## config.mk

```make
export PLATFORM = sky130hd
export DESIGN_NAME = lrtpe_ram
export DESIGN_NICKNAME = d
export VERILOG_FILES = /design/src/rtl/lrtpe_ram.sv
export SDC_FILE = /design/constraint.sdc
export NUM_CORES = 1
export LEC_CHECK = 0
export CAP_MARGIN = 20
export CORE_ASPECT_RATIO = 1.2
export CORE_MARGIN = 8
export CORE_UTILIZATION = 55
export DETAILED_ROUTE_END_ITERATION = 10
export DONT_BUFFER_PORTS = 1
export GPL_TIMING_DRIVEN = 0
export PLACE_DENSITY = 0.7
export RECOVER_POWER = 25
export REMOVE_ABC_BUFFERS = 1
export SLEW_MARGIN = 40
export SYNTH_ARGS = -nofsm -noshare
export SYNTH_HDL_FRONTEND = slang
export SYNTH_SLANG_ARGS = --single-unit
export TNS_END_PERCENT = 50
```

## constraint.sdc

```tcl
create_clock -name clk -period 2.8 [get_ports clk]
set_input_delay 0.56 -clock clk [delete_from_list [all_inputs] [get_ports clk]]
set_output_delay 0.56 -clock clk [all_outputs]
set_load 0.05 [all_outputs]
```

## src/rtl/lrtpe_ram.sv

```systemverilog
module lrtpe_ram #(
  parameter int WIDTH = 8,
  parameter int DEPTH = 64
) (
  input  logic                     clk,
  input  logic                     we,
  input  logic [$clog2(DEPTH)-1:0] waddr,
  input  logic [WIDTH-1:0]         wdata,
  input  logic                     re,
  input  logic [$clog2(DEPTH)-1:0] raddr,
  output logic [WIDTH-1:0]         rdata
);

  logic [WIDTH-1:0] mem [DEPTH];

  always_ff @(posedge clk) begin
    if (we) begin
      mem[waddr] <= wdata;
    end
    if (re) begin
      rdata <= mem[raddr];
    end
  end

endmodule

```

==> flow_metrics.py <==
metrics = {
    "outcome": {
        "status": "completed",
    },
    "global_route": {
        "grt_pass1_wl_microns": 61000,
        "grt_overflow_total": 0,
        "track_usage_pct": 19.3,
        "antenna_found_initial": 0,
        "grt_max_degree": 138,
        "grt_pass1_vias": 9424,
    },
    "setup_path": {
        "critPathSlowestCell": "mux4_2",
        "path_class": "reg -> reg",
        "worst_r2r_path_depth": 5,
        "worstPathCellList": "mux4_2 > mux2_2 > o221a_2 > nor3_1 > o32ai_1",
        "critPathArrivalTime_ns": 2.58,
        "cp_top_family": "multiplexers",
        "reg2reg_to": "rdata[4]",
        "regToRegStartpoint": "mem[29][4]",
        "cp.depth": 5,
        "end_kind": "flop",
        "crit_fanout": 1,
        "start_kind": "flop",
        "slowest_delay_ns": 0.50,
        "r2r_setup_slack_ns": 0.52,
        "critical_path_required_ns": 3.10,
        "worst-path-buf-inv": 0,
    },
    "clock_network": {
        "cts_resized": 0,
        "cts_buffers": 50,
        "clock-sinks": 520,
        "cts-htree-levels": 2,
        "cts_tree": "yes",
        "clk_pin_slew_worst_paths_ns": 0.06,
        "cts_max_path_buffers": 3,
        "hold_buffers": 0,
        "cts_setup_buffers": 0,
        "cts_root_buffer": "clkbuf_16",
        "clock_latency_ns": 0.58,
    },
    "logic_synthesis": {
        "async_reset_ff_share_pct": 0,
        "ys_seq_area_share_pct": 77.1,
        "synth_edf_count": 520,
        "synth_cell_types": 39,
        "synth_area_sq_mm": 0.0202,
        "synth-seq-cells": 520,
        "syn_inst": 940,
        "synthFlopType": "edfxtp_1",
        "avgSynthCellArea_sq_um": 21.5,
        "ys.warnings.count": 0,
    },
    "power_and_ir_drop": {
        "finalPower_w": 0.0160,
        "cellInternalPower_w": 0.0130,
        "ir_drop_mv": 0.524,
        "p_comb_share_pct": 2.8,
        "power_frac_seq_pct": 54.2,
        "switching_share_pct": 18.7,
        "total_leakage_power_nw": 6.78,
        "power_frac_clock_pct": 43.0,
        "cellPowerDensity_mw_per_mm2": 720,
        "switchingPower_w": 0.00301,
    },
    "timing": {
        "fmaxAchievable_mhz": 438,
        "drv_slew": 0,
        "rsz0062_at_grt": "no",
        "skew_ns": 0.0174,
        "timing.setup.tns_ns": 0,
        "finalHoldViolations": 0,
        "maxSlewHeadroom_pct": 41.5,
        "worst_slack_ns": 0.517,
        "finalSetupViolCount": 0,
        "tightest_slew_ns": 0.875,
        "fin_crit_ns": 2.28,
        "fin_crit_sh_pct": 81.5,
    },
    "finish": {
        "areaGrowthSynthToFinish_pct": 10.0,
        "final_common_cell": "edfxtp_1",
        "fillerInstances": 2542,
        "final_nets": 964,
        "multi_input_area_sq_mm": 0.00440,
        "drive_above_1_share_pct": 24.0,
        "n_antenna_cell": 0,
        "register_area_sq_mm": 0.0156,
        "layout_common_cells": "520 x edfxtp_1, 126 x mux4_2, 57 x nor2_1, 51 x clkbuf_16, 26 x nor2_2",
    },
    "die": {
        "die_w_microns": 191,
        "rows": 77,
        "die-area_sq_mm": 0.0432,
        "dieHeight_microns": 226,
        "start_util_pct": 55.3,
        "core-area_sq_mm": 0.0366,
        "ios": 31,
    },
    "place": {
        "hpwl_microns": 23300,
        "gp_congestion": 0.800,
        "port-buffer-count": 0,
        "dp_slack_ns": 0.273,
    },
    "routing": {
        "ant_nets": 0,
        "first_iter_violations": 1055,
        "vias": 9201,
        "remaining_drc_errors": 0,
        "drt_pass1_iterations": 6,
        "routed_via_density": 6.33,
        "wl_per_cell_microns": 28.0,
        "wirelength_microns": 40600,
    },
    "worst_hold_path": {
        "worstHoldStart": "wdata[3]",
        "hold_path_depth": 0,
        "min_to": "mem[2][3]",
        "hp-class": "in -> reg",
    },
    "flow_run": {
        "maxCapViolCount": 0,
    },
}
## power groups by stage
stage | clock [W] | combinational (W) | sequential [W]
finish | 0.00690 | 0.000449 | 0.00868
global route | 0.00726 | 0.000469 | 0.00869
CTS | 0.00700 | 0.000447 | 0.00869
detailed placement | 0 | 0.000445 | 0.00885
global placement | 0 | 0.000439 | 0.00885
floorplan | 0 | 0.000334 | 0.00885
## logic make-up after synthesis
logic type | synth area share [%]
muxes | 15.9
buffers and inverters | 1.56
DFF | 77.1
and+or+nand+nor | 3.37
AOI/OAI and AO/OA | 2.06
## routing by layer
| metal | vias to the layer above | track usage (%) | part of all wire, % |
|---|---|---|---|
| met2 | 384 | 31.0 | 49 |
| met5 | - | 0 | 0 |
| met1 | 4800 | 25.6 | 39 |
| met4 | 0 | 7.11 | 3.5 |
| met3 | 84 | 4.40 | 8.0 |
| li1 | 3933 | - | - |
## worst max-delay path by stage
stage / from / endpoint / slack [ns]
after floorplan: raddr[0] / rdata[4] / 0.74
after global placement: raddr[0] / rdata[5] / 0.08
after CTS: mem[29][4] / rdata[4] / 0.51
after global routing: mem[51][7] / rdata[7] / 0.50
after detailed placement: raddr[0] / rdata[4] / 0.27
final: mem[29][4] / rdata[4] / 0.52
## through the flow
| step | cell area (sq um) | hold WS [ns] | util, % | cells |
|---|---|---|---|---|
| final | 22300 | 0.0840 | 60.9 | 1453 |
| after global routing | 22300 | 0.0635 | 60.9 | 1453 |
| after CTS | 22200 | 0.0599 | 60.7 | 1453 |
| after detailed placement | 20600 | 0.664 | 56.2 | 1363 |
| after global placement | 20500 | 0.664 | 56.1 | 1363 |
| after floorplan | 19900 | 0.659 | - | 889 |
## worst reg2reg max path, delay by kind of cell (launching register included)
| kind | cells | cell delay [ns] |
|---|---|---|
| flops | 1 | 0.36 |
| mux | 2 | 0.79 |
| simple gates | 1 | 0.34 |
| compound gates | 2 | 0.52 |
## registers in the layout, indices dropped and copies added (netlist names)
register and count:
mem 512, rdata 8
## cell usage after synthesis, types with 3 or more instances
master | instances | area (sq um)
a21oi_1 | 3 | 15.0
o22ai_1 | 8 | 50.1
a221oi_1 | 6 | 52.6
nor2b_1 | 14 | 87.6
clkbuf_1 | 17 | 63.8
nand2b_1 | 7 | 43.8
buf_6 | 4 | 45.0
buf_2 | 11 | 55.1
nor2_1 | 83 | 312
mux2i_1 | 23 | 230
buf_4 | 13 | 97.6
o2bb2ai_1 | 3 | 26.3
a211oi_1 | 4 | 30.0
mux2_2 | 13 | 146
nand2_1 | 19 | 71.3
nor3_1 | 7 | 35.0
a22oi_1 | 3 | 22.5
buf_1 | 4 | 15.0
mux4_2 | 126 | 2840
o221ai_1 | 8 | 70.1
nand3_1 | 13 | 65.1
edfxtp_1 | 520 | 15600
o2111ai_1 | 3 | 26.3
nand3b_1 | 3 | 22.5
## final cells by class
| cell class | count | area share [%] |
|---|---|---|
| clock buffers | 62 | 5.91 |
| clock inverters | 28 | 1.58 |
| multi-input cells | 369 | 19.7 |
| flip-flops and latches | 520 | 70.1 |
| well taps | 474 | 2.66 |
Note: power is estimated with default switching activity, not from simulation.
