===== src/rtl/lrtpe_clear.sv =====
module lrtpe_clear #(
  parameter int DEPTH = 8192
) (
  input  logic                     clk,
  input  logic                     rst_n,
  output logic                     busy,
  output logic [$clog2(DEPTH)-1:0] addr
);

  localparam int AW = $clog2(DEPTH);

  logic          busy_r;
  logic          busy_nxt;
  logic [AW-1:0] addr_r;
  logic [AW-1:0] addr_nxt;

  always_comb begin
    busy_nxt = busy_r;
    addr_nxt = addr_r;
    if (busy_r) begin
      // drop busy after the last entry
      if (addr_r == AW'(DEPTH - 1)) begin
        busy_nxt = 1'b0;
      end else begin
        addr_nxt = AW'(addr_r + 1'b1);
      end
    end
  end

  always_ff @(posedge clk) begin
    if (!rst_n) begin
      busy_r <= 1'b1;
      addr_r <= '0;
    end else begin
      busy_r <= busy_nxt;
      addr_r <= addr_nxt;
    end
  end

  assign busy = busy_r;
  assign addr = addr_r;

endmodule


===== config.mk =====
export PLATFORM = sky130hd
export DESIGN_NAME = lrtpe_clear
export DESIGN_NICKNAME = d
export VERILOG_FILES = /design/src/rtl/lrtpe_clear.sv
export SDC_FILE = /design/constraint.sdc
export NUM_CORES = 1
export LEC_CHECK = 0
export CORE_AREA = 2 2 39 41
export CTS_CLUSTER_DIAMETER = 100
export DETAILED_ROUTE_END_ITERATION = 10
export DIE_AREA = 0 0 41 43
export DONT_BUFFER_PORTS = 1
export GPL_TIMING_DRIVEN = 0
export PLACE_DENSITY = 0.64
export SYNTH_ARGS = -nofsm -noshare
export SYNTH_HDL_FRONTEND = slang
export SYNTH_SLANG_ARGS = --single-unit

===== constraint.sdc =====
create_clock -name clk -period 2.66 [get_ports clk]
set_input_delay 0.532 -clock clk [delete_from_list [all_inputs] [get_ports clk]]
set_output_delay 0.532 -clock clk [all_outputs]
set_load 0.02 [all_outputs]

==> results of run 1 <==
## critical path: stages (launching register included)
cell      delay [ns]
dfxtp_1         0.51
ha_1            0.24
nand4_1         0.23
nor3_1          0.55
o311ai_0        0.20
o41ai_1         0.09
## cell families after synthesis
logic type	count (synthesis)
flops	14
simple gates	29
compound gates	23
xor+xnor	2
fa+ha+maj	1
buf+inv	5
## registers in the layout (all words and copies together), names as in the netlist
name / flops
addr: 13
busy: 1
## power by group through the flow
stage | sequential, mW | combinational (mW) | clock [mW]
6_report | 0.223 | 0.0112 | 0.117
5_1_grt | 0.224 | 0.0134 | 0.132
4_1_cts | 0.223 | 0.0113 | 0.121
3_5_place_dp | 0.228 | 0.0113 | 0
3_3_place_gp | 0.228 | 0.0111 | 0
2_1_floorplan | 0.227 | 0.00886 | 0
## metrics by stage
step                      instance area, µm²  power [mW]
after floorplan                          643       0.236
after global placement                   663       0.239
after detailed placement                 663       0.239
after CTS                                686       0.355
after global routing                     686       0.369
final                                    686       0.351
## layout make-up
cell class | instances | area share
plain buffers | 1 | 0.00547
clock buffers | 3 | 0.0328
well taps | 16 | 0.0292
inverters | 4 | 0.0219
multi-input cells | 55 | 0.502
flip-flops and latches | 14 | 0.409
## worst min-delay path by stage
stage                         from  endpoint  slack, ns  cells past startpoint
after floorplan           addr[11]  addr[11]       0.56                      2
after global placement    addr[11]  addr[11]       0.59                      2
after detailed placement  addr[11]  addr[11]       0.59                      2
after CTS                    rst_n      busy       0.57                      2
after global routing         rst_n      busy       0.61                      2
final                        rst_n      busy       0.58                      2
## cells in the final DEF (no fill, tap or decap)
cell	netlist	final
or3_1	3	3
nand2_1	5	5
clkbuf_4	0	3
xor2_1	2	2
or3b_2	1	1
a21oi_1	5	5
and4_4	1	1
o21a_1	1	1
o311ai_0	2	2
o41ai_1	3	3
dfxtp_1	14	14
o311a_2	1	1
o21ai_0	7	7
o31ai_1	1	1
inv_1	4	4
or3b_4	1	1
nand3_1	4	4
o21bai_1	1	1
nand4_1	4	4
or2_2	1	1
ha_1	1	1
or4b_1	1	1
a31oi_1	2	2
nor3_1	3	3
nor2_1	5	5
clkbuf_1	1	1
## layer usage
| layer | up-vias | global-route usage |
|---|---|---|
| met2 | 17 | 0.253 |
| li1 | 292 | - |
| met5 | - | 0 |
| met3 | 2 | 0.0628 |
| met4 | 0 | 0.0600 |
| met1 | 256 | 0.243 |
==> flow_summary.json, run 1 <==
{
  "synthTopCellsByCount": "dfxtp_1 (14), o21ai_0 (7), a21oi_1 (5), nand2_1 (5), nor2_1 (5)",
  "min_period_over_period": 0.723,
  "vdd_drop_max_uv": 232,
  "grt-ovfl-total": 0,
  "synth_top_area_frac": 0.436,
  "startpoint": "addr[0]",
  "fmax_ghz": 0.520,
  "dieArea_um2": 1760,
  "grt_pass1_vias": 507,
  "clk_pin_slew_ns": 0.08,
  "synth_mux_area_frac": 0,
  "post-dp-hpwl_um": 926,
  "synth_top_family_by_area": "simple AND/OR/NAND/NOR gates",
  "avgViaCountPerCell": 6.10,
  "wl_met3_um": 90,
  "setup_violations": 0,
  "crit_end": "addr[7]",
  "fin_ws_ns": 0.736,
  "ys_seq_area_frac": 0.436,
  "hold_slack_ns": 0.576,
  "hp-class": "input pin to flop",
  "core_area_um2": 1380,
  "cts_buffers": 3,
  "synthCells": 74,
  "drtIter0Drc": 5,
  "final-seq-area_um2": 280,
  "synthXorXnorAreaFrac": 0.0272,
  "synth_top_flop_cell": "dfxtp_1",
  "holdBufCountCts": 0,
  "synth_compound_area_frac": 0.233,
  "drt-met1-wl_um": 572,
  "yosys.area_share.simple": 0.255,
  "grt_pass1_wl_mm": 2.15,
  "syn-num-nets": 77,
  "fin_tns_setup_ns": 0,
  "cts_setup_buffers": 0,
  "r2r-start": "addr[0]",
  "rsz0062_at_grt": "false",
  "numPortBuffers": 0,
  "cts_resized": 0,
  "finalNetCount": 82,
  "p_comb_frac": 0.032,
  "r2r-end": "addr[7]",
  "syn_area_um2": 643,
  "antenna_found_initial": 0,
  "ys_ff_latch": 14,
  "synth_warnings": 0,
  "crit_required_ns": 2.84,
  "dp_slack_ns": 0.759,
  "ant_nets": 0,
  "slew-limit-headroom": 0.627,
  "antenna_cells": 0,
  "insertion_delay_ns": 0.27,
  "clock_sinks": 14,
  "drc_errors": 0,
  "htreeDepth": 1,
  "status": "finished, final reports clean",
  "skew_ns": 0.00465,
  "routedWlPerCell_um": 13.6,
  "power.switching_uw": 81.0,
  "p_sw_frac": 0.231,
  "cp.arrival_ns": 2.10,
  "rows": 14,
  "grt_max_degree": 10,
  "async_reset_ff_frac": 0,
  "r2r_cells": 5,
  "cap_viol_max_count": 0,
  "synth.largest_area_cell": "dfxtp_1",
  "tightestPinTransition_ns": 0.555,
  "multi_input_area_um2": 344,
  "dr_wl_met2_um": 590,
  "initial_core_util": 0.465,
  "synth_fa_ha_area_frac": 0.0195,
  "syn_area_per_cell_um2": 8.69,
  "synthTopCellsByArea": "dfxtp_1 (44%), o21ai_0 (5.4%), o41ai_1 (4.1%)",
  "critical_path_class": "flop to flop",
  "drv_slew": 0,
  "ios": 16,
  "p_int_uw": 270,
  "routed_wl_mm": 1.26,
  "root_buffer": "clkbuf_4",
  "dp_cells": 90,
  "synth_cell_type_count": 25,
  "cts_tree": "built",
  "power_frac_clock": 0.333,
  "regToRegSetupSlack_ns": 0.74,
  "syn2layout_area_growth_pct": 6.61,
  "pwr_density_cell_nw_per_um2": 511,
  "highest_layer": "met4",
  "final_cells": 93,
  "num_vias": 567,
  "clk_path_buf_depth": 2,
  "finalHoldViolCount": 0,
  "gp_congestion": 0.741,
  "post-synth-top-count-cell": "dfxtp_1",
  "cp-start-kind": "flop",
  "synth_edf_count": 0,
  "track_usage": 0.177,
  "p_seq_frac": 0.635,
  "leakage_nw": 0.203,
  "final.min_clock_period_ns": 1.92,
  "nFillCells": 144,
  "post-route-util": 0.495,
  "endpoint_kind": "flop",
  "dr.pass1.iters": 4,
  "die_y_um": 43,
  "worstPathMaxFanout": 6,
  "drive_above_1_share": 0.104,
  "die_w_um": 41
}
Power figures use the tool's default switching activity.
==> run 2: changes to the inputs <==
==> constraint.sdc (replaced) <==
create_clock -name clk -period 1.8 [get_ports clk]
set_input_delay 0.36 -clock clk [delete_from_list [all_inputs] [get_ports clk]]
set_output_delay 0.36 -clock clk [all_outputs]
set_load 0.02 [all_outputs]
==> run 2 against run 1 <==
Global-route usage grew 0.71 points. Clock skew shrank 0.00077 ns. Power grew 52%. Sequential share of layout area shrank 2.7 points. Cell count grew 4.3%. Setup slack lost 0.67 ns. First-iteration DRC count grew 120%.
==> flow_summary.json, run 2 (synthesis gave the netlist of run 1 again) <==
{
  "regToRegSetupSlack_ns": 0.06,
  "gp_congestion": 0.740,
  "whs_path_depth": 2,
  "final-seq-area_um2": 292,
  "dieArea_um2": 1760,
  "r2r_cells": 5,
  "fin_ws_ns": 0.0611,
  "post-route-util": 0.552,
  "routedWlPerCell_um": 15.3,
  "dp_slack_ns": -0.0774,
  "core_area_um2": 1380,
  "worstPathMaxFanout": 5,
  "leakage_nw": 0.239,
  "grt_max_degree": 10,
  "routed_wl_mm": 1.48,
  "root_buffer": "clkbuf_4",
  "p_total_uw": 531,
  "cp-start-kind": "flop",
  "nFillCells": 130,
  "antenna_cells": 0,
  "grt-ovfl-total": 0,
  "drv_slew": 0,
  "grt_pass1_wl_mm": 2.14,
  "status": "finished, final reports clean",
  "rows": 14,
  "antenna_found_initial": 0,
  "min_period_over_period": 0.966,
  "numPortBuffers": 0,
  "crit_required_ns": 2.02,
  "die_w_um": 41,
  "cts_tree": "built",
  "clock_sinks": 14,
  "final_cells": 97,
  "drc_errors": 0,
  "critical_path_class": "flop to flop",
  "hp-start": "rst_n",
  "vdd_drop_max_uv": 336,
  "clk_path_buf_depth": 2,
  "cp.arrival_ns": 1.96,
  "fmax_ghz": 0.575,
  "avgViaCountPerCell": 6.28,
  "ant_nets": 0,
  "tightestPinTransition_ns": 0.404,
  "cts_buffers": 3,
  "htreeDepth": 1,
  "grt_pass1_vias": 512,
  "final.min_clock_period_ns": 1.74,
  "drive_above_1_share": 0.247,
  "finalNetCount": 86,
  "r2r-start": "addr[0]",
  "layout_common_cells": "dfxtp_1 (9), o21ai_0 (7), nor2_1 (5), nand2_1 (5), a21oi_1 (5)",
  "fin_tns_setup_ns": 0,
  "hp-class": "input pin to flop",
  "cap_viol_max_count": 0,
  "insertion_delay_ns": 0.28,
  "finalHoldViolCount": 0,
  "initial_core_util": 0.465,
  "dr.pass1.iters": 4,
  "ios": 16,
  "clk_pin_slew_ns": 0.08,
  "num_vias": 609,
  "holdBufCountCts": 0,
  "setup_violations": 0,
  "die_y_um": 43,
  "skew_ns": 0.00388,
  "track_usage": 0.185,
  "syn2layout_area_growth_pct": 18.9,
  "dp_cells": 90,
  "pwr_density_cell_nw_per_um2": 695,
  "whs_endpoint": "busy",
  "slew-limit-headroom": 0.731,
  "drtIter0Drc": 11,
  "multi_input_area_um2": 382,
  "endpoint_kind": "flop",
  "layout.cells.most_common": "dfxtp_1",
  "r2r-end": "addr[8]",
  "largest_reg_flops": 13,
  "post-dp-hpwl_um": 929
}
## run 2: changes by cell type in the layout (fill, tap and decap cells not counted), sizes merged
| cell | previous run | this run |
|---|---|---|
| buf | 0 | 4 |
## run 2: final cells by class
class,instances,area share
multi-input cells,55,0.499
flip-flops and latches,14,0.381
repair buffers,4,0.0393
clock buffers,3,0.0295
well taps,16,0.0262
inverters,4,0.0196
plain buffers,1,0.00491
## run 2: worst max path at each step
stage            start  endpoint  slack, ns  depth (start not counted)
2_1_floorplan  addr[1]   addr[8]       0.01                          5
3_3_place_gp   addr[1]   addr[8]      -0.07                          5
3_5_place_dp   addr[1]   addr[8]      -0.08                          5
4_1_cts        addr[1]   addr[8]      0.005                          5
5_1_grt        addr[5]  addr[11]     -0.005                          4
6_report       addr[0]   addr[8]       0.06                          5
## run 2: per-stage QoR
stage	hold slack [ns]	instance area [µm²]
global route	0.423	764
floorplan	0.557	644
global placement	0.588	664
detailed placement	0.602	664
CTS	0.403	691
finish	0.406	764
## run 2: critical path, stage by stage, from the launching register on
cell	delay [ns]
dfxtp_4	0.42
ha_4	0.16
and4_4	0.24
or3b_4	0.41
or3_1	0.31
a21oi_1	0.14
## run 2: repair_timing
action,CTS,global route
gates cloned,0,0
resized for setup,2,11
endpoints found under the setup margin,9,13
setup buffers,0,4
pin swaps,0,1
## run 2: power breakdown
group          leakage, nW  internal, mW  switching (mW)
clock               0.0138        0.0778           0.103
combinational        0.110       0.00786          0.0112
sequential           0.115         0.316          0.0160
total                0.239         0.401           0.130
## run 2: routing by layer
metal | GRT usage | vias to the layer above | part of all wire
li1 | - | 301 | -
met3 | 0.0942 | 5 | 0.057
met1 | 0.216 | 286 | 0.45
met4 | 0.100 | 0 | 0.022
met2 | 0.263 | 17 | 0.47
met5 | 0 | - | 0
==> run 3: changes to the inputs <==
--- a/config.mk
+++ b/config.mk
@@ -11,7 +11,7 @@
 export DIE_AREA = 0 0 41 43
 export DONT_BUFFER_PORTS = 1
 export GPL_TIMING_DRIVEN = 0
-export PLACE_DENSITY = 0.64
+export PLACE_DENSITY_LB_ADDON = 0.2
 export SYNTH_ARGS = -nofsm -noshare
 export SYNTH_HDL_FRONTEND = slang
 export SYNTH_SLANG_ARGS = --single-unit
==> run 3 against run 2 <==
Flip-flop and latch count did not move. Combinational power hardly changed. Design area is 1.8% higher. Sequential share of layout area is 0.51 points lower. Critical path depth did not move. Power is 1.5% lower. Critical path type unchanged. Critical endpoint unchanged. Largest cell class unchanged. Highest routed layer unchanged.
==> flow_summary.json, run 3 (synthesis gave the netlist of run 1 again) <==
{
  "status": "finished, final reports clean",
  "p_comb_frac": 0.036,
  "max_stage_delay_ns": 0.42,
  "path_buf_inv": 0,
  "fmax_ghz": 0.576,
  "clk_path_buf_depth": 2,
  "p_sw_frac": 0.233,
  "cts_buffers": 3,
  "post-route-util": 0.562,
  "initial_core_util": 0.465,
  "power_frac_clock": 0.330,
  "leakage_nw": 0.240,
  "routedWlPerCell_um": 15.3,
  "largest_reg_flops": 13,
  "ant_nets": 0,
  "syn2layout_area_growth_pct": 21.0,
  "clock_sinks": 14,
  "root_buffer": "clkbuf_4",
  "drc_errors": 0,
  "cap_viol_max_count": 0,
  "gp_congestion": 0.721,
  "placed_area_um2": 664,
  "pwr_density_cell_nw_per_um2": 673,
  "dr.pass1.iters": 4,
  "hp-start": "rst_n",
  "track_usage": 0.180,
  "drtIter0Drc": 9,
  "min_period_over_period": 0.964,
  "hp-class": "input pin to flop",
  "slowest_stage": "dfxtp_4",
  "clk_pin_slew_ns": 0.08,
  "grt_pass1_wl_mm": 2.20,
  "htreeDepth": 1,
  "finalNetCount": 86,
  "crit_required_ns": 2.01,
  "worstPathMaxFanout": 5,
  "routed_wl_mm": 1.48,
  "hold_slack_ns": 0.397,
  "power.switching_uw": 122,
  "grt-ovfl-total": 0,
  "rows": 14,
  "antenna_cells": 0,
  "path_cells": "ha_4 -> and4_4 -> or3b_4 -> or3_1 -> a21oi_1",
  "slew-limit-headroom": 0.720,
  "endpoint_kind": "flop",
  "r2r-start": "addr[0]",
  "num_vias": 602,
  "finalHoldViolCount": 0,
  "insertion_delay_ns": 0.28,
  "cp-start-kind": "flop",
  "core_area_um2": 1380,
  "grt_pass1_vias": 517,
  "layout_common_cells": "dfxtp_1 (8), o21ai_0 (7), nor2_1 (5), nand2_1 (5), a21oi_1 (5)",
  "cp_top_family": "simple AND/OR/NAND/NOR gates",
  "numPortBuffers": 0,
  "critical_path_class": "flop to flop",
  "cp.arrival_ns": 1.95,
  "dp_cells": 90,
  "final_cells": 97,
  "r2r_cells": 5,
  "skew_ns": 0.00364,
  "vdd_drop_max_uv": 392,
  "cts_tree": "built",
  "dieArea_um2": 1760,
  "post-dp-hpwl_um": 914,
  "startpoint": "addr[0]",
  "die_y_um": 43,
  "antenna_found_initial": 0,
  "nFillCells": 127,
  "tightestPinTransition_ns": 0.419,
  "setup_violations": 0,
  "final_area_um2": 778,
  "path_depth": 5,
  "drv_slew": 0,
  "final.min_clock_period_ns": 1.74,
  "p_seq_frac": 0.633,
  "drive_above_1_share": 0.284,
  "die_w_um": 41,
  "avgViaCountPerCell": 6.21,
  "whs_path_depth": 2,
  "p_int_uw": 402,
  "layout.cells.most_common": "dfxtp_1",
  "ios": 16,
  "grt_max_degree": 10
}
run 3: cell count changes in the layout (fill, tap and decap cells not counted):
cell,before,now
dfxtp_2,3,4
nor3_2,0,1
o311ai_2,0,1
dfxtp_1,9,8
o311ai_1,1,0
nor3_1,2,1
run 3: path summary, 6_finish.rpt:
check / end / slack (ns)
setup reg to reg: addr[8] / 0.06
hold / removal: busy / 0.40
hold reg to reg: addr[1] / 0.55
setup / recovery: addr[8] / 0.06
run 3: per-stage QoR:
stage               setup TNS (ns)  total power [mW]  worst slack [ns]
floorplan                        0             0.349            0.0125
global placement            -0.309             0.353           -0.0705
detailed placement          -0.315             0.353           -0.0710
CTS                              0             0.523          0.000860
global route               -0.0195             0.548           -0.0158
finish                           0             0.524            0.0650
run 3: per-layer routing:
metal	vias up	track usage	wire length, µm	share of wire
li1	299	-	-	-
met1	283	0.224	674	0.45
met2	16	0.269	728	0.49
met3	4	0.0628	62	0.042
met4	0	0.0800	17	0.011
met5	-	0	0	0
run 3: area by class of cell:
cell class / instances / area, µm² / share of cell area
well taps: 16 / 20.0 / 0.0257
plain buffers: 1 / 3.75 / 0.00482
inverters: 4 / 15.0 / 0.0193
flip-flops and latches: 14 / 293 / 0.376
repair buffers: 4 / 30.0 / 0.0386
clock buffers: 3 / 22.5 / 0.0289
multi-input cells: 55 / 394 / 0.506
run 3: power groups by stage:
stage          clock (mW)  sequential (mW)  combinational [mW]
2_1_floorplan           0            0.336              0.0131
3_3_place_gp            0            0.337              0.0163
3_5_place_dp            0            0.337              0.0165
4_1_cts             0.176            0.330              0.0167
5_1_grt             0.191            0.333              0.0238
6_report            0.173            0.332              0.0190
run 3: repair_timing:
action	CTS	global route
buffers inserted	0	4
hold buffers	0	0
pin swaps	0	1
gates resized for setup	3	13
setup endpoints to repair	10	12
